<file path="src/rtl/box_blur_3x3_rgb_macros.svh">
// assertion macros shared by the box blur rtl
`ifndef BOX_BLUR_3X3_RGB_MACROS_SVH
`define BOX_BLUR_3X3_RGB_MACROS_SVH

`ifndef SYNTH
`define BBR_ASSERT_IMP(label, clk, rst_n, ante, cons) \
  label: assert property (@(posedge clk) disable iff (!rst_n) (ante) |-> (cons)) \
    else $error("%m: implication check failed");
`define BBR_ASSERT_NXT(label, clk, rst_n, ante, cons) \
  label: assert property (@(posedge clk) disable iff (!rst_n) (ante) |=> (cons)) \
    else $error("%m: next-cycle check failed");
`else
`define BBR_ASSERT_IMP(label, clk, rst_n, ante, cons)
`define BBR_ASSERT_NXT(label, clk, rst_n, ante, cons)
`endif

`endif

</file>
<file path="src/rtl/bbr_pkg.sv">
// shared constants, command type and divide-by-nine helper for the box blur
package bbr_pkg;

  localparam int FRAME_WIDTH  = 1024;
  localparam int FRAME_HEIGHT = 768;

  localparam int COL_W  = $clog2(FRAME_WIDTH);
  localparam int ROW_W  = $clog2(FRAME_HEIGHT + 2);
  localparam int WORD_W = 32;
  localparam int CHAN_W = 8;
  localparam int PIX_W  = 3 * CHAN_W;
  localparam int SUM_W  = $clog2(9 * 255 + 1);

  localparam int DIV9_MUL    = 7282;
  localparam int DIV9_MUL_W  = 13;
  localparam int DIV9_SHIFT  = 16;
  localparam int PROD_W      = SUM_W + DIV9_MUL_W;

  localparam logic [CHAN_W-1:0] ALPHA_OPAQUE = 8'hFF;

  localparam logic REQ_PIXEL = 1'b0;
  localparam logic REQ_DRAIN = 1'b1;

  localparam int QUEUE_DEPTH = 4;
  localparam int QPTR_W      = $clog2(QUEUE_DEPTH);

  typedef struct packed {
    logic [COL_W-1:0] col;
    logic [PIX_W-1:0] pix;
    logic             mem_op;
    logic             emit;
    logic             lft_en;
    logic             rgt_en;
    logic             top_ok;
    logic             bot_ok;
    logic             done;
  } bbr_cmd_t;

  // reciprocal multiply, exact for sums up to 9 * 255
  function automatic logic [CHAN_W-1:0] div9(input logic [SUM_W-1:0] s);
    logic [PROD_W-1:0] p;
    p = PROD_W'(s) * PROD_W'(DIV9_MUL);
    return p[DIV9_SHIFT +: CHAN_W];
  endfunction

endpackage

</file>
<file path="src/rtl/bbr_front.sv">
// front end: accepts items, tracks frame position and classifies each item
`include "box_blur_3x3_rgb_macros.svh"
module bbr_front (
  input  logic                           clk,
  input  logic                           rst_n,
  input  logic                           in_valid,
  output logic                           in_ready,
  input  logic                           in_req_type,
  input  logic [bbr_pkg::WORD_W-1:0]     in_pixel_word,
  input  logic                           q_full,
  output logic                           q_push,
  output bbr_pkg::bbr_cmd_t              q_cmd
);
  import bbr_pkg::*;

  logic [COL_W-1:0] col_r, col_nxt;
  logic [ROW_W-1:0] row_r, row_nxt;
  logic             accept;
  logic             drain_phase;
  logic             at_edge;
  logic             at_last;

  assign in_ready = !q_full;
  assign accept   = in_valid && in_ready;
  assign q_push   = accept;

  always_comb begin
    drain_phase = row_r >= ROW_W'(FRAME_HEIGHT);
    // first column of a row from the third on closes the row two above
    at_edge     = (col_r == '0) && (row_r >= ROW_W'(2));
    at_last     = at_edge && (row_r == ROW_W'(FRAME_HEIGHT + 1));

    q_cmd.col    = col_r;
    q_cmd.pix    = (in_req_type == REQ_PIXEL && !drain_phase) ?
                   in_pixel_word[WORD_W-1 -: PIX_W] : '0;
    q_cmd.mem_op = !at_last;
    q_cmd.emit   = at_edge || (col_r != '0 && row_r != '0);
    q_cmd.lft_en = at_edge || (col_r != COL_W'(1));
    q_cmd.rgt_en = !at_edge;
    q_cmd.top_ok = at_edge ? (row_r != ROW_W'(2)) : (row_r != ROW_W'(1));
    q_cmd.bot_ok = at_edge ? !at_last : (row_r < ROW_W'(FRAME_HEIGHT));
    q_cmd.done   = at_last;
  end

  always_comb begin
    col_nxt = col_r;
    row_nxt = row_r;
    if (accept) begin
      if (at_last) begin
        col_nxt = '0;
        row_nxt = '0;
      end else if (col_r == COL_W'(FRAME_WIDTH - 1)) begin
        col_nxt = '0;
        row_nxt = row_r + ROW_W'(1);
      end else begin
        col_nxt = col_r + COL_W'(1);
      end
    end
  end

  always_ff @(posedge clk) begin
    if (!rst_n) begin
      col_r <= '0;
      row_r <= '0;
    end else begin
      col_r <= col_nxt;
      row_r <= row_nxt;
    end
  end

  `BBR_ASSERT_NXT(a_frame_wrap, clk, rst_n, accept && q_cmd.done, col_r == '0 && row_r == '0)
  `BBR_ASSERT_IMP(a_row_range, clk, rst_n, 1'b1, row_r <= ROW_W'(FRAME_HEIGHT + 1))

endmodule

</file>
<file path="config.mk">
export PLATFORM = sky130hd
export DESIGN_NAME = bbr_front
export DESIGN_NICKNAME = d
export VERILOG_FILES = /design/src/rtl/bbr_pkg.sv /design/src/rtl/bbr_front.sv
export VERILOG_INCLUDE_DIRS = /design/src /design/src/rtl
export SDC_FILE = /design/constraint.sdc
export NUM_CORES = 1
export LEC_CHECK = 0
export ABC_AREA = 1
export BUFFER_PORTS_ARGS = -buffer_cell sky130_fd_sc_hd__buf_4
export CORE_AREA = 2 2 49 74
export DETAILED_ROUTE_END_ITERATION = 7
export DIE_AREA = 0 0 51 76
export PLACE_DENSITY = 0.86
export SLEW_MARGIN = 10
export SYNTH_ARGS = -nofsm -noshare
export SYNTH_HDL_FRONTEND = slang
export SYNTH_SLANG_ARGS = --single-unit
</file>
<file path="constraint.sdc">
create_clock -name clk -period 3.9 [get_ports clk]
set_clock_uncertainty 0.2 [all_clocks]
set_input_delay 0.39 -clock clk [delete_from_list [all_inputs] [get_ports clk]]
set_output_delay 0.39 -clock clk [all_outputs]
set_load 0.02 [all_outputs]
</file>
# [Word-level counts from Yosys, hierarchy flattened]
# Cells that the tools add are included.
[totals] register_bits=20 latchBits=0 mem_bits_rw=0 romBits=0 inputBits=37 output_inout_bits=43 wordCells=36 mem_count=0
[op_classes] add_sub_neg=2 multipliers=0 div=0 magnitude_cmp=3 n_eq_ne=5 n_shift=0 muxes=7 n_bitwise=1 reduce_logical=16
[op_table] op="10-bit two-way mux" n=4
[op_table] op="24-bit two-way mux" n=1
[op_table] op="10-bit by 1-bit adder with 10-bit output (second input constant)" n=2
[op_table] op="10-bit equality test (second input constant)" n=2
[op_table] op="10-bit by 1-bit inequality test with 1-bit output (second input constant)" n=2
[op_table] op="10-bit nonzero test" n=2
[op_table] op="10-bit >= comparator (second input constant)" n=1
[op_table] op="10-bit by 2-bit >= comparator with 1-bit output (second input constant)" n=1
[op_table] op="10-bit logical NOT" n=1
[op_table] op="10-bit less-than comparator (second input constant)" n=1
[op_table] op="10-bit by 2-bit inequality test with 1-bit output (second input constant)" n=1
[op_table] op="1-bit logical AND" n=5
[op_table] op="1-bit logical NOT" n=4
[op_table] op="1-bit logical OR" n=2
[op_table] op="1-bit two-way mux" n=2
[op_table] op="2-bit AND reduction" n=1
[op_table] op="2-bit nonzero test" n=1
[op_table] op="1-bit NOT" n=1

# [Depth between registers and ports, before layout]
[logic_depth] word_depth=5 depth_mapped=11

# [Worst setup path after synthesis]
# Ideal clock, no wire load.
[synth_path] path_type="register to output" start="reg col_r[0]" end="out q_cmd[1] (netlist bit)" t_arrival_ps=1547 required_ps=3310 path_slack_ps=1763 stages_incl_launch_ff=7 path_cell_list="dfxtp_1 -> inv_1 -> ha_1 -> nand2_1 -> nor2_2 -> nand2_1 -> a21oi_1"
[synth_lines] item="start: declaration" line="bbr_front.sv:16" source="logic [COL_W-1:0] col_r, col_nxt;"
[synth_lines] item="start signal: assignment" line="bbr_front.sv:66" source="col_r <= col_nxt;"
[synth_lines] item="end: declaration" line="bbr_front.sv:12" source="output bbr_pkg::bbr_cmd_t q_cmd"

==> impl_metrics.tcl <==
set metrics [dict create \
    status "finished clean" \
    p_leak_uw 0.00107 \
    synthTopCellsByCount "nor2_1 (52), inv_1 (45), nand2_1 (37), dfxtp_1 (20), nand3_1 (14)" \
    clock-sinks 20 \
    synth-seq-cells 20 \
    busiest_layer "met2" \
    rows 26 \
    fp.dieH_um 76 \
    cts_max_path_buffers 2 \
    layout_min_cycle_time_ps 2400 \
    cap_violations 0 \
    drt_iter0_markers 26 \
    grt_pass1_wl_um 6710 \
    dp_hpwl_um 3230 \
    worstMarginPinSlew_ps 498 \
    critPathMaxFanout 6 \
    synth_top_area_share 0.258 \
    start_kind "flop" \
    rsz0062_at_grt "false" \
    yosys_warnings 0 \
    worstSetupPathType "reg2out" \
    met1_usage 0.199 \
    use_met3 0.0431 \
    final_max_slew_viol_count 0 \
    gp_congestion 0.746 \
    diodes 0 \
    cts.clk_slew.worst_paths_ps 70 \
    grt_max_degree 25 \
    hold_path_class "in2reg" \
    post-cts-setup-buffer-count 0 \
    netlist_area_mm2 0.00155 \
    cts_tree "built" \
    syn_nets 289 \
    postPlaceCellArea_mm2 0.00208 \
    area_growth_pct 36.6 \
    ios 80 \
    p_total_uw 443 \
    coreArea_mm2 0.00329 \
    drive_gt1_frac 0.324 \
    hold_viol_final 0 \
    relSlewSlack 0.667 \
    grt_use_met2 0.419 \
    setup_viol 0 \
    setup_tns_ps 0 \
    cts_buffers 3 \
    io_buffers 71 \
    hold_ws_ps 201 \
    initial_core_util 0.473 \
    synth_cell_types 30 \
    vdd_drop_max_mv 0.196 \
    synth_edf_count 0 \
    async_flop_share 0 \
    cp.arrival_ps 1810 \
    synthFlopType "dfxtp_1" \
    clk_latency_ps 260 \
    wl_um 4030 \
    worstPathRequired_ps 3310 \
    grt_pass1_vias 1554 \
    synth.avg_cell_area_um2 6.34 \
    route.detailed.drc 0 \
    design_area_mm2 0.00212 \
    post-route-period-util 0.616 \
    cts-htree-levels 1 \
    viasPerCell 4.88 \
    synth_area_leaders "dfxtp_1 (26%), nor2_1 (13%), inv_1 (11%), nand2_1 (8.9%), ha_1 (5.6%)" \
    finalNetCount 358 \
    syn_inst 245 \
    die_area_mm2 0.00388 \
    synth_most_common_cell "nor2_1" \
    synth_top_area_cell "dfxtp_1" \
    yosysSeqAreaShare 0.258 \
    vias 1726 \
    fmax_mhz 417 \
    grt_util_all_layers 0.218 \
    cts_resized 0 \
    hold_buffers 0 \
    clockRootBuffer "clkbuf_8" \
    final_antenna_net_count 0 \
    endpoint_kind "primary output" \
    powerDensity_mw_per_mm2 209 \
    firstDrtPassIters 4 \
    chipWidth_um 51 \
    grt_antenna_before_repair 0 \
    wl_per_cell_um 11.4 \
    grt_overflow 0 \
]
-- path summary, 6_finish.rpt --
kind / startpoint / endpoint / slack [ps] / depth (start not counted)
min reg2reg: col_r[6]$_SDFFE_PN0P_ / col_r[6]$_SDFFE_PN0P_ / 300 / 1
max reg2reg: row_r[0]$_SDFFE_PN0P_ / col_r[9]$_SDFFE_PN0P_ / 1880 / 9
min: rst_n / col_r[6]$_SDFFE_PN0P_ / 200 / 3
max: col_r[3]$_SDFFE_PN0P_ / q_cmd[2] / 1500 / 7
-- per-layer routing --
metal,up-vias,wire [um]
met1,759,1410
met2,71,2140
met4,0,159
li1,881,-
met3,15,321
met5,-,0
-- stage by stage --
| step | setup WS [ps] | cells | utilization |
|---|---|---|---|
| final | 1500 | 354 | 0.646 |
| after global routing | 1380 | 354 | 0.646 |
| after CTS | 1520 | 354 | 0.646 |
| after detailed placement | 1820 | 351 | 0.633 |
| after global placement | 1880 | 351 | 0.633 |
| after floorplan | 1760 | 245 | - |
-- cell type report --
cell class | instances | area [um2]
clock buffer | 3 | 41.3
sequential | 20 | 400
timing repair buffer | 71 | 533
multi-input combinational | 172 | 922
tap | 42 | 52.6
inverter | 46 | 173
fill | 315 | 1160
-- cells in the final DEF, fill, tap and decap left out, drive strengths merged --
cell,n
buf,71
nor2,57
nand2,49
inv,45
dfxtp,20
nand3,15
a21oi,15
ha,7
nand4,6
nor3,5
o21ai,4
nand3b,3
xor2,3
clkbuf,3
or2,2
xnor2,2
clkinv,1
a22o,1
o22ai,1
and3,1
a21o,1
-- critical path: stages, from the launching register on --
cell and delay [ps]:
dfxtp_1 370, nor2_1 210, nand2_1 140, nor2_2 260
nand2_1 170, a22o_1 210, nand2_1 60, buf_4 130
-- power by group --
part	internal [uW]	switching [uW]
logic	45.7	54.0
registers	206	2.07
clock network	68.9	66.5
-- registers in the layout (all words and copies together) (netlist names) --
name / flops
col_r: 10
row_r: 10
-- logic make-up after synthesis --
group,Yosys count,share of synthesized area
simple gates,138,0.416
xor+xnor,5,0.0282
buf+inv,53,0.149
fa+ha+maj,7,0.0564
compound gates,22,0.0926
flops,20,0.258
Note: power is estimated with default switching activity, not from simulation.
