File: src/rtl/box_blur_3x3_rgb_macros.svh
// assertion macros shared by the box blur rtl
`ifndef BOX_BLUR_3X3_RGB_MACROS_SVH
`define BOX_BLUR_3X3_RGB_MACROS_SVH

`ifndef SYNTH
`define BBR_ASSERT_IMP(label, clk, rst_n, ante, cons) \
  label: assert property (@(posedge clk) disable iff (!rst_n) (ante) |-> (cons)) \
    else $error("%m: implication check failed");
`define BBR_ASSERT_NXT(label, clk, rst_n, ante, cons) \
  label: assert property (@(posedge clk) disable iff (!rst_n) (ante) |=> (cons)) \
    else $error("%m: next-cycle check failed");
`else
`define BBR_ASSERT_IMP(label, clk, rst_n, ante, cons)
`define BBR_ASSERT_NXT(label, clk, rst_n, ante, cons)
`endif

`endif

File: src/rtl/bbr_pkg.sv
// shared constants, command type and divide-by-nine helper for the box blur
package bbr_pkg;

  localparam int FRAME_WIDTH  = 1024;
  localparam int FRAME_HEIGHT = 768;

  localparam int COL_W  = $clog2(FRAME_WIDTH);
  localparam int ROW_W  = $clog2(FRAME_HEIGHT + 2);
  localparam int WORD_W = 32;
  localparam int CHAN_W = 8;
  localparam int PIX_W  = 3 * CHAN_W;
  localparam int SUM_W  = $clog2(9 * 255 + 1);

  localparam int DIV9_MUL    = 7282;
  localparam int DIV9_MUL_W  = 13;
  localparam int DIV9_SHIFT  = 16;
  localparam int PROD_W      = SUM_W + DIV9_MUL_W;

  localparam logic [CHAN_W-1:0] ALPHA_OPAQUE = 8'hFF;

  localparam logic REQ_PIXEL = 1'b0;
  localparam logic REQ_DRAIN = 1'b1;

  localparam int QUEUE_DEPTH = 4;
  localparam int QPTR_W      = $clog2(QUEUE_DEPTH);

  typedef struct packed {
    logic [COL_W-1:0] col;
    logic [PIX_W-1:0] pix;
    logic             mem_op;
    logic             emit;
    logic             lft_en;
    logic             rgt_en;
    logic             top_ok;
    logic             bot_ok;
    logic             done;
  } bbr_cmd_t;

  // reciprocal multiply, exact for sums up to 9 * 255
  function automatic logic [CHAN_W-1:0] div9(input logic [SUM_W-1:0] s);
    logic [PROD_W-1:0] p;
    p = PROD_W'(s) * PROD_W'(DIV9_MUL);
    return p[DIV9_SHIFT +: CHAN_W];
  endfunction

endpackage

File: src/rtl/bbr_queue.sv
// short command queue between the front end and the blur datapath
module bbr_queue (
  input  logic              clk,
  input  logic              rst_n,
  input  logic              push,
  input  bbr_pkg::bbr_cmd_t push_cmd,
  output logic              full,
  input  logic              pop,
  output bbr_pkg::bbr_cmd_t head_cmd,
  output logic              empty
);
  import bbr_pkg::*;

  bbr_cmd_t          slot_r [QUEUE_DEPTH];
  logic [QPTR_W-1:0] wr_ptr_r, wr_ptr_nxt;
  logic [QPTR_W-1:0] rd_ptr_r, rd_ptr_nxt;
  logic [QPTR_W:0]   count_r, count_nxt;

  assign full     = count_r == (QPTR_W + 1)'(QUEUE_DEPTH);
  assign empty    = count_r == '0;
  assign head_cmd = slot_r[rd_ptr_r];

  always_comb begin
    wr_ptr_nxt = push ? wr_ptr_r + QPTR_W'(1) : wr_ptr_r;
    rd_ptr_nxt = pop ? rd_ptr_r + QPTR_W'(1) : rd_ptr_r;
    count_nxt  = count_r;
    if (push && !pop) begin
      count_nxt = count_r + (QPTR_W + 1)'(1);
    end else if (pop && !push) begin
      count_nxt = count_r - (QPTR_W + 1)'(1);
    end
  end

  always_ff @(posedge clk) begin
    if (push) begin
      slot_r[wr_ptr_r] <= push_cmd;
    end
  end

  always_ff @(posedge clk) begin
    if (!rst_n) begin
      wr_ptr_r <= '0;
      rd_ptr_r <= '0;
      count_r  <= '0;
    end else begin
      wr_ptr_r <= wr_ptr_nxt;
      rd_ptr_r <= rd_ptr_nxt;
      count_r  <= count_nxt;
    end
  end

endmodule

File: config.mk
export PLATFORM = sky130hd
export DESIGN_NAME = bbr_queue
export DESIGN_NICKNAME = d
export VERILOG_FILES = /design/src/rtl/box_blur_3x3_rgb_macros.svh /design/src/rtl/bbr_pkg.sv /design/src/rtl/bbr_queue.sv
export SDC_FILE = /design/constraint.sdc
export NUM_CORES = 1
export LEC_CHECK = 0
export BUFFER_PORTS_ARGS = -buffer_cell sky130_fd_sc_hd__clkbuf_2
export CORE_ASPECT_RATIO = 0.75
export CORE_MARGIN = 8
export CORE_UTILIZATION = 38
export CTS_CLUSTER_SIZE = 25
export DETAILED_ROUTE_END_ITERATION = 7
export GPL_TIMING_DRIVEN = 0
export SLEW_MARGIN = 20
export SYNTH_ARGS = -nofsm -noshare
export SYNTH_HDL_FRONTEND = slang
export SYNTH_SLANG_ARGS = --single-unit
File: constraint.sdc
create_clock -name clk -period 2.45 [get_ports clk]
set_clock_uncertainty 0.1 [all_clocks]
set_input_delay 0.49 -clock clk [delete_from_list [all_inputs] [get_ports clk]]
set_output_delay 0.49 -clock clk [all_outputs]
set_load 0.005 [all_outputs]
### Word-level counts from Yosys, hierarchy flattened

Memories as Yosys holds them, arrays and structs flattened. A register that Yosys moved wholly into a read port is not among the register bits.
Index checks and enable logic that the tools add are counted.

* memories: 1
* word-level logic and storage cells: 21
* output and inout bits: 43
* bits of input ports: 45
* memory bits (writable): 164
* register bits after elaboration: 7

* $add $sub $neg: 4
* mux-type cells: 6
* equal/unequal tests: 1
* reduce and logical (&&, ||, !) cells: 6

Memories
* slot_r: words 4, width 41, rd ports 1, clocked after memory_dff 1, write ports 1, line bbr_queue.sv:14 `bbr_cmd_t slot_r [QUEUE_DEPTH];`

Operators by type and width (count)
* $mux 3: 2
* $add 2x1->2 const B: 2
* $mux 2: 2
* $add 3x1->3 const B: 1
* $eq 3x3->1 const B: 1
* $logic_not 3->1: 1
* $sub 3x1->3 const B: 1
* $logic_and 1x1->1: 2
* $logic_not 1->1: 2
* $mux 1: 2
* $reduce_bool 2->1: 1

### Depth between registers and ports, before layout

Gate-level depths: netlist (run 1).

* depth in word-level cells: 4
* mapped depth: 7
* mapped depth without buffers: 7

### Worst setup path before layout (run 1)

No wires, ideal clock.

* kind: register -> register
* start point: register wr_ptr_r[0]
* end point: memory slot_r[2][0] (netlist bit) (enable)
* arrival time: 1.531 ns
* setup time: 0.402 ns
* cell stages (with the launch flop): 4
* slack: 0.416 ns
* buffers on the path: 0
* cell sequence: dfxtp_1 inv_1 ha_1 and2_1

RTL lines
* from (decl): line bbr_queue.sv:15 `logic [QPTR_W-1:0] wr_ptr_r, wr_ptr_nxt;`
* from (signal assigned): line bbr_queue.sv:46 `wr_ptr_r <= wr_ptr_nxt;`
* to (decl): line bbr_queue.sv:14

Straight into the memory's write port.

==> impl_results.md, run 1 <==
- Period Utilization, post-route: 0.961
- Placed inst area: 7130 um^2
- R2R Setup Slk: 0.78 ns
- Die ar.: 21300 um^2
- CP required: 1.86 ns
- Hold EP: slot_r[3][2]$_DFFE_PP_
- DP HPWL: 6940 um
- Worst R2R End: slot_r[0][17]$_DFFE_PP_
- Final Hold Fails: 0
- TNS Setup: 0 ns
- Post-synthesis cell type count: 22
- Hold_sp: push_cmd[2]
- Setup-failing EPs final: 0
- Via count: 2882
- Crit-path max FO: 10
- Synth async-reset ratio: 0
- Placer Congestion: 0.663
- Delay of the slowest critical-path stage: 0.35 ns
- Wirelength per Cell: 19.4 um
- RSZ-0062 raised after global routing: yes
- Total track usage: 0.114
- Worst-path clk slew: 0.06 ns
- Worst skew pair latency: 0.41 ns
- Worst Tran Pin Value: 0.671 ns
- Crit path cell chain: buf_1 -> clkbuf_4 -> mux4_2 -> clkbuf_2
- Vias in the first global route: 3221
- Final Net Count: 415
- Clock root cell: clkbuf_16
- Setup bufs post-CTS: 0
- Post-synth top area share: 0.768
- Fin area: 7700 um^2
- # diodes: 0
- Syn Nets: 309
- Number of synthesized flops with an enable pin: 164
- CP endpoint kind: output pin
- Arrival time of the worst setup path: 1.76 ns
- Worst Hold Path Cells: 1
- Rows: 41
- Global-route wire length before repair: 18200 um
- Layout area overhead: 20.0%
- Worst vdd ir: 0.376 mV
- Port bufs: 87
- P per Cell Area: 857 nW/um^2
- RR Startpoint: wr_ptr_r[0]$_SDFFE_PN0P_
- End-of-flow core utilization: 0.462
- Max_cap viols: 0
- Most frequent cells in the layout: 164 x edfxtp_1, 87 x clkbuf_2, 40 x mux4_2
- Lkg Pwr: 2.63 nW
- Antenna violations before repair: 0
- Layout cells sized above 1: 0.440
- CTS Buf Count: 17
- Final Max Slew Viols: 0
- Largest net degree at the start of global routing: 42
- R2r worst-path depth: 3
- Register bit total from synthesis: 173
- Ys flop type: edfxtp_1
- Fin crit period: 2.35 ns
- CP Class: flip-flop to output pin
- Die Y: 129 um
- Synthesized cell area: 6410 um^2
- Die Wd: 166 um
- Worst slew margin: 0.553
- Synth top area cells: edfxtp_1 77%, mux4_2 14%, dfxtp_1 2.8%
- Seq/Total Area, Yosys: 0.796
- Status: completed
- Total Wirelength: 11500 um
- Grt total ovfl: 0
- Drt first pass iters: 4
- Core Area: 16700 um^2
- Worst path slowest cell: mux4_2
- FILL cells: 1402
- TritonCTS clock tree: done
- Starting Density: 0.385
- Mapped Cells: 258
- I/O pins: 88
- Post-DRT Antenna Nets: 0
- DRC errors left: 0
- Cell taking the most area after synthesis: edfxtp_1
- Syn. warnings: 0
- Vias per cell: 4.87
- Fin cells: 592
- Total power: 6.60 mW
- Sink Count: 173
- Mean Syn Cell Area: 24.9 um^2
- Max Freq: 0.425 GHz
- Clock buffer depth: 2
- Initial DRC Count: 130
- Most common cell after layout, fill and taps aside: edfxtp_1
- Htree depth: 4
- Placed insts: 560
- Startpoint types: flip-flop
- Tightest Hold Check Type: input port to flip-flop
-- how the worst max path moves through the flow --
| stage | startpoint | to | slack (ns) | cells past startpoint |
|---|---|---|---|---|
| 2_1_floorplan | wr_ptr_r[0]$_SDFFE_PN0P_ | slot_r[2][0]$_DFFE_PP_ | 0.42 | 3 |
| 3_3_place_gp | push | slot_r[3][37]$_DFFE_PP_ | -0.53 | 2 |
| 3_5_place_dp | push | count_r[2]$_SDFFE_PN0P_ | 0.28 | 7 |
| 4_1_cts | flip-flop | head_cmd[0] | 0.001 | 4 |
| 5_1_grt | flip-flop | head_cmd[33] | -0.02 | 4 |
| 6_report | flip-flop | head_cmd[12] | 0.1 | 4 |
-- layout make-up --
class                   count  area [um^2]  area share
inverters                   4         15.0     0.00195
multi-input cells          71         1190       0.154
clock inverters            11          119      0.0154
clock buffers              21          440      0.0572
plain buffers              10          125      0.0163
well taps                 215          269      0.0350
repair buffers             87          435      0.0566
flip-flops and latches    173         5100       0.663
-- stage by stage --
step	setup slack (ns)	hold slack, ns
3_5_place_dp	0.279	0.420
2_1_floorplan	0.416	0.372
5_1_grt	-0.0172	0.172
3_3_place_gp	-0.533	0.390
6_report	0.0954	0.193
4_1_cts	0.00150	0.173
-- cells in the mapped netlist, types with 2 or more instances --
library cell,n
edfxtp_1,164
mux4_2,40
and2_1,9
dfxtp_1,9
ha_1,5
buf_12,4
buf_2,4
inv_1,4
xor2_1,3
mux2i_1,2
nor2b_1,2
xnor2_1,2
-- report_power, final --
part	switching, mW	internal, mW
Combinational	0.309	0.319
Sequential	0.0395	3.39
Clock	1.04	1.50
Total	1.39	5.21
-- state kept, by name (all words and copies together) (netlist names), named ones only --
| name | count |
|---|---|
| slot_r | 164 |
| wr_ptr_r | 2 |
| count_r | 3 |
| rd_ptr_r | 2 |
-- logic make-up (layout without fill, tap and decap cells) --
family / after synthesis / in the layout / synth area share
simple gates: 15 / 15 / 0.0142
fa+ha+maj: 6 / 6 / 0.0129
mux: 43 / 43 / 0.148
compound gates: 2 / 2 / 0.00195
flops: 173 / 173 / 0.796
buf+inv: 14 / 133 / 0.0203
xor+xnor: 5 / 5 / 0.00683
-- repair_timing --
item | in CTS | in global routing
hold buffers | 0 | 0
hold endpoints to repair | 0 | 0
pin swaps | 0 | 0
gates resized for setup | 1 | 3
endpoints found under the setup margin | 1 | 30
-- layer usage --
layer	vias to the layer above	share of wire	GRT usage
met5	-	0	0
met4	0	0.0071	0.0256
met3	6	0.054	0.0480
met2	70	0.47	0.179
met1	1513	0.46	0.146
li1	1293	-	-
-- critical path, delay by kind of cell (launching register included) --
family	cells	cell delay (ns)
buf+inv	3	0.70
flops	1	0.30
mux	1	0.35
Note: power is estimated with default switching activity, not from simulation.
==> run 2: changes to the inputs <==
Settings changed: CTS_CLUSTER_DIAMETER from default to 30, REMOVE_ABC_BUFFERS from default to 1.
==> impl_results.md, run 2 (same netlist as run 1, synthesis figures left out) <==
- Die Wd: 166 um
- CTS Buf Count: 17
- Period Utilization, post-route: 0.948
- Internal power: 5.07 mW
- Rows: 41
- Die ar.: 21300 um^2
- Tightest Hold Check Type: input port to flip-flop
- R2r worst-path depth: 2
- Switching part of the total power: 0.211
- Total Wirelength: 11300 um
- Final Hold Fails: 0
- Placer Congestion: 0.645
- R2R Setup Slk: 0.80 ns
- Total power: 6.43 mW
- Pre-CTS setup slack: 0.234 ns
- Layout cells sized above 1: 0.438
- I/O pins: 88
- TritonCTS clock tree: done
- Vias in the first global route: 3014
- DP HPWL: 6510 um
- RR Startpoint: wr_ptr_r[0]$_SDFFE_PN0P_
- Startpoint types: flip-flop
- Vias per cell: 4.80
- # diodes: 0
- Delay of the slowest critical-path stage: 0.56 ns
- Clock root cell: clkbuf_16
- RSZ-0062 raised after global routing: no
- Die Y: 129 um
- DRC errors left: 0
- Final Max Slew Viols: 0
- Lkg Pwr: 2.59 nW
- Worst Tran Pin Value: 0.679 ns
- Clock network power share: 0.372
- Worst Hold Path Cells: 1
- P per Cell Area: 845 nW/um^2
- Seq pwr share: 0.536
- WHS: 0.184 ns
- Grt total ovfl: 0
- CP bufs+invs: 2
- Sink Count: 173
- Number of flip-flops in the largest register: 164
- GR Util met1: 0.138
- Wirelength per Cell: 19.3 um
- Global route hottest layer: met2
- Worst path slowest cell: mux4_2
- Status: completed
- Global-route wire length before repair: 17000 um
- Arrival time of the worst setup path: 1.73 ns
- Worst slew margin: 0.547
- TNS Setup: 0 ns
- Final worst setup slack: 0.128 ns
- Antenna violations before repair: 0
- CP endpoint: head_cmd[16]
- Final Net Count: 408
- CP top delay family: multiplexers
- Worst R2R End: slot_r[3][28]$_DFFE_PP_
- Post-CTS Hold Buffers: 0
- Total track usage: 0.108
- GR Util met2: 0.164
- CP Class: flip-flop to output pin
- Largest registers: slot_r (164), count_r (3)
- Worst skew pair latency: 0.41 ns
- End-of-flow core utilization: 0.456
- CP endpoint kind: output pin
- Via count: 2809
- Post-DRT Antenna Nets: 0
- Setup-failing EPs final: 0
- Max Freq: 0.431 GHz
- Starting Density: 0.385
- Htree depth: 4
- Fin crit period: 2.32 ns
- WP depth: 3
- Most common cell after layout, fill and taps aside: edfxtp_1
- Largest Register: slot_r
- Initial DRC Count: 174
- Met3 Usage GRT: 0.0389
- Crit-path max FO: 25
- FILL cells: 1413
- Core Area: 16700 um^2
- Switching power: 1.36 mW
- Clock buffer depth: 2
- Drt first pass iters: 4
- Logic pwr share: 0.091
- Crit path cell chain: buf_12 -> mux4_2 -> clkbuf_2
- Layout area overhead: 18.6%
- Port bufs: 87
- Largest net degree at the start of global routing: 42
- Worst vdd ir: 0.410 mV
- Max_cap viols: 0
- Most frequent cells in the layout: 164 x edfxtp_1, 87 x clkbuf_2, 40 x mux4_2
- Worst-path clk slew: 0.06 ns
- CP required: 1.86 ns
==> run 2: worst min path at each step <==
| stage | endpoint | slack (ns) | from |
|---|---|---|---|
| 2_1_floorplan | count_r[2]$_SDFFE_PN0P_ | 0.37 | count_r[2]$_SDFFE_PN0P_ |
| 3_3_place_gp | count_r[2]$_SDFFE_PN0P_ | 0.39 | count_r[2]$_SDFFE_PN0P_ |
| 3_5_place_dp | count_r[2]$_SDFFE_PN0P_ | 0.41 | count_r[2]$_SDFFE_PN0P_ |
| 4_1_cts | slot_r[1][32]$_DFFE_PP_ | 0.16 | push_cmd[32] |
| 5_1_grt | slot_r[1][32]$_DFFE_PP_ | 0.17 | push_cmd[32] |
| 6_report | slot_r[1][32]$_DFFE_PP_ | 0.18 | push_cmd[32] |
==> run 2: metrics by stage <==
stage	cell area, um^2	instances
after floorplan	6300	248
after global placement	7000	550
after detailed placement	7040	551
after CTS	7590	584
after global routing	7610	585
final	7610	585
==> run 2: what timing repair did <==
action,CTS,global route
cloned,0,0
gates resized for setup,0,0
endpoints found under the setup margin,25,1
setup buffers,1,1
==> run 2: worst register-to-register path, cell delays in order, from the launching register on <==
cell and delay [ns]:
dfxtp_1 0.40, ha_1 0.17, and2_4 0.55
==> run 2: area by class of cell <==
type,instances,area [um^2],area share
Clock buffer,26,489,0.0643
Clock inverter,6,38.8,0.00510
Inverter,4,15.0,0.00197
Multi-Input combinational cell,71,1190,0.156
Sequential cell,173,5110,0.672
Tap cell,215,269,0.0354
Timing Repair Buffer,90,495,0.0651
==> run 2: power groups by stage <==
stage	Combinational [mW]	Sequential, mW	Clock, mW
after floorplan	0.292	3.53	0
after global placement	0.530	3.57	0
after detailed placement	0.566	3.54	0
after CTS	0.592	3.46	2.46
after global routing	0.651	3.46	2.56
final	0.588	3.45	2.39
==> run 2: metal layers <==
layer	part of all wire	vias up
li1	-	1276
met1	0.48	1442
met2	0.46	75
met3	0.046	16
met4	0.017	0
met5	0	-
==> run 3: changes to the inputs <==
Settings changed: ABC_AREA from default to 1, CELL_PAD_IN_SITES_DETAIL_PLACEMENT from default to 0, CELL_PAD_IN_SITES_GLOBAL_PLACEMENT from default to 2, PLACE_DENSITY_LB_ADDON from default to 0.1.
==> impl_results.md, run 3 <==
- Worst-path clk slew: 0.06 ns
- Syn. warnings: 0
- CP Class: flip-flop to output pin
- Layout area overhead: 20.9%
- Cell taking the most area after synthesis: edfxtp_1
- Initial DRC Count: 259
- Mapped Cells: 454
- Arrival time of the worst setup path: 1.74 ns
- Worst vdd ir: 0.332 mV
- Wirelength per Cell: 18.5 um
- Rows: 41
- Most frequent cells in the layout: 164 x edfxtp_1, 87 x nor2_1, 87 x clkbuf_2
- TritonCTS clock tree: done
- Total Wirelength: 14300 um
- Status: completed
- Synthesized cell area: 6520 um^2
- Seq/Total Area, Yosys: 0.783
- Vias per cell: 4.93
- P per Cell Area: 831 nW/um^2
- Die Y: 129 um
- Pre-CTS setup slack: -0.105 ns
- Synth top cells by count: 164 x edfxtp_1, 87 x nor2_1, 47 x o21ai_1, 41 x o21ai_0, 41 x o22ai_1
- Top-count cell post-synth: edfxtp_1
- Max Freq: 0.429 GHz
- Fin cells: 775
- Final Max Slew Viols: 0
- Startpoint types: flip-flop
- Layout cells sized above 1: 0.250
- Sink Count: 173
- Most common cell after layout, fill and taps aside: edfxtp_1
- Clock buffer depth: 2
- RSZ-0062 raised after global routing: no
- Post-synth top area share: 0.756
- Worst slew margin: 0.672
- GR Util met1: 0.157
- Post-DRT Antenna Nets: 0
- Mean Syn Cell Area: 14.4 um^2
- Worst Tran Pin Value: 0.491 ns
- Starting Density: 0.387
- Clock root cell: clkbuf_16
- Placed insts: 737
- Htree depth: 4
- Tightest Hold Check Type: input port to flip-flop
- Final Hold Fails: 0
- Global-route wire length before repair: 21400 um
- Worst skew pair latency: 0.42 ns
- Fin crit period: 2.33 ns
- DP HPWL: 7870 um
- Ys flop type: edfxtp_1
- FILL cells: 1492
- Drt first pass iters: 4
- GR Util met2: 0.230
- Crit-path max FO: 41
- Worst Hold Path Cells: 1
- I/O pins: 88
- Die Wd: 167 um
- Synth async-reset ratio: 0
- Register bit total from synthesis: 173
- Die ar.: 21600 um^2
- Antenna violations before repair: 2
- Met3 Usage GRT: 0.0504
- Largest net degree at the start of global routing: 42
- Total power: 6.55 mW
- Grt total ovfl: 0
- # diodes: 0
- Synth top area cells: edfxtp_1 76%, nor2_1 5.0%, o22ai_1 3.9%
- Final worst setup slack: 0.122 ns
- Core Area: 16800 um^2
- CP required: 1.86 ns
- Via count: 3820
- Largest registers: slot_r (164), count_r (3)
- Vias in the first global route: 3799
- CP endpoint kind: output pin
- Port bufs: 87
- Placer Congestion: 0.727
- Max_cap viols: 0
- Setup-failing EPs final: 0
- R2r worst-path depth: 5
- Lkg Pwr: 2.82 nW
- Global route hottest layer: met2
- DRC errors left: 0
- Total track usage: 0.135
- CTS Buf Count: 17
- Period Utilization, post-route: 0.950
- Post-synthesis cell type count: 18
- Largest Register: slot_r
- Number of flip-flops in the largest register: 164
- Number of synthesized flops with an enable pin: 164
- Final Net Count: 598
## run 3: per-stage QoR
step	utilization	setup TNS [ns]	instance area, um^2	hold slack, ns
after global placement	0.419	-167.02	7050	0.330
after CTS	0.465	0	7830	0.160
final	0.468	0	7880	0.184
after detailed placement	0.427	-0.852	7190	0.329
after floorplan	-	-41.25	6350	0.312
after global routing	0.468	0	7880	0.162
## run 3: cell families (layout without fill, tap and decap cells)
group                      count (synthesis)  after routing  synth area share
and+or+nand+nor                          100            100            0.0586
adders and majority gates                  6              6            0.0127
AOI/OAI and AO/OA                        133            133             0.110
DFF                                      173            173             0.783
buffers and inverters                     42            148            0.0353
## run 3: final timing paths
path | from | to | slack [ns]
worst min register to register | rd_ptr_r[1]$_SDFFE_PN0P_ | flip-flop | 0.33
worst max register to register | wr_ptr_r[0]$_SDFFE_PN0P_ | slot_r[2][32]$_DFFE_PP_ | 0.72
worst min-delay path | push_cmd[20] | slot_r[3][20]$_DFFE_PP_ | 0.18
worst max-delay path | flip-flop | head_cmd[33] | 0.12
## run 3: repair_timing
action / 4_1_cts / 5_1_grt
hold endpoints to repair: 0 / 0
endpoints found under the setup margin: 41 / 28
gates cloned: 2 / 0
pin swaps: 0 / 1
setup buffers: 1 / 3
hold buffers: 0 / 0
resized for setup: 8 / 2
## run 3: final cells by class
class	instances	area [um^2]	share of cell area
Clock buffer	17	425	0.0540
Clock inverter	15	139	0.0176
Inverter	17	96.3	0.0122
Multi-Input combinational cell	239	1190	0.151
Sequential cell	173	5110	0.649
Tap cell	215	269	0.0341
Timing Repair Buffer	98	642	0.0815
Timing Repair inverter	1	8.76	0.00111
## run 3: critical path, cell delays in order, from the launching register on
cell and delay, ns:
dfxtp_4 0.37, buf_16 0.18, inv_6 0.31, nor2_1 0.07, o22ai_1 0.20, clkbuf_2 0.15
## run 3: report_power, final
group	switching [mW]	internal (mW)	leakage, nW	total (mW)
clock network	1.11	1.41	0.263	2.53
registers	0.0405	3.37	1.58	3.41
logic	0.379	0.229	0.973	0.608
total	1.53	5.01	2.82	6.55
## run 3: metal layers
| layer | vias to the layer above | part of all wire |
|---|---|---|
| met5 | - | 0.0019 |
| met4 | 4 | 0.0031 |
| met3 | 6 | 0.069 |
| met2 | 100 | 0.49 |
| met1 | 1831 | 0.44 |
| li1 | 1879 | - |
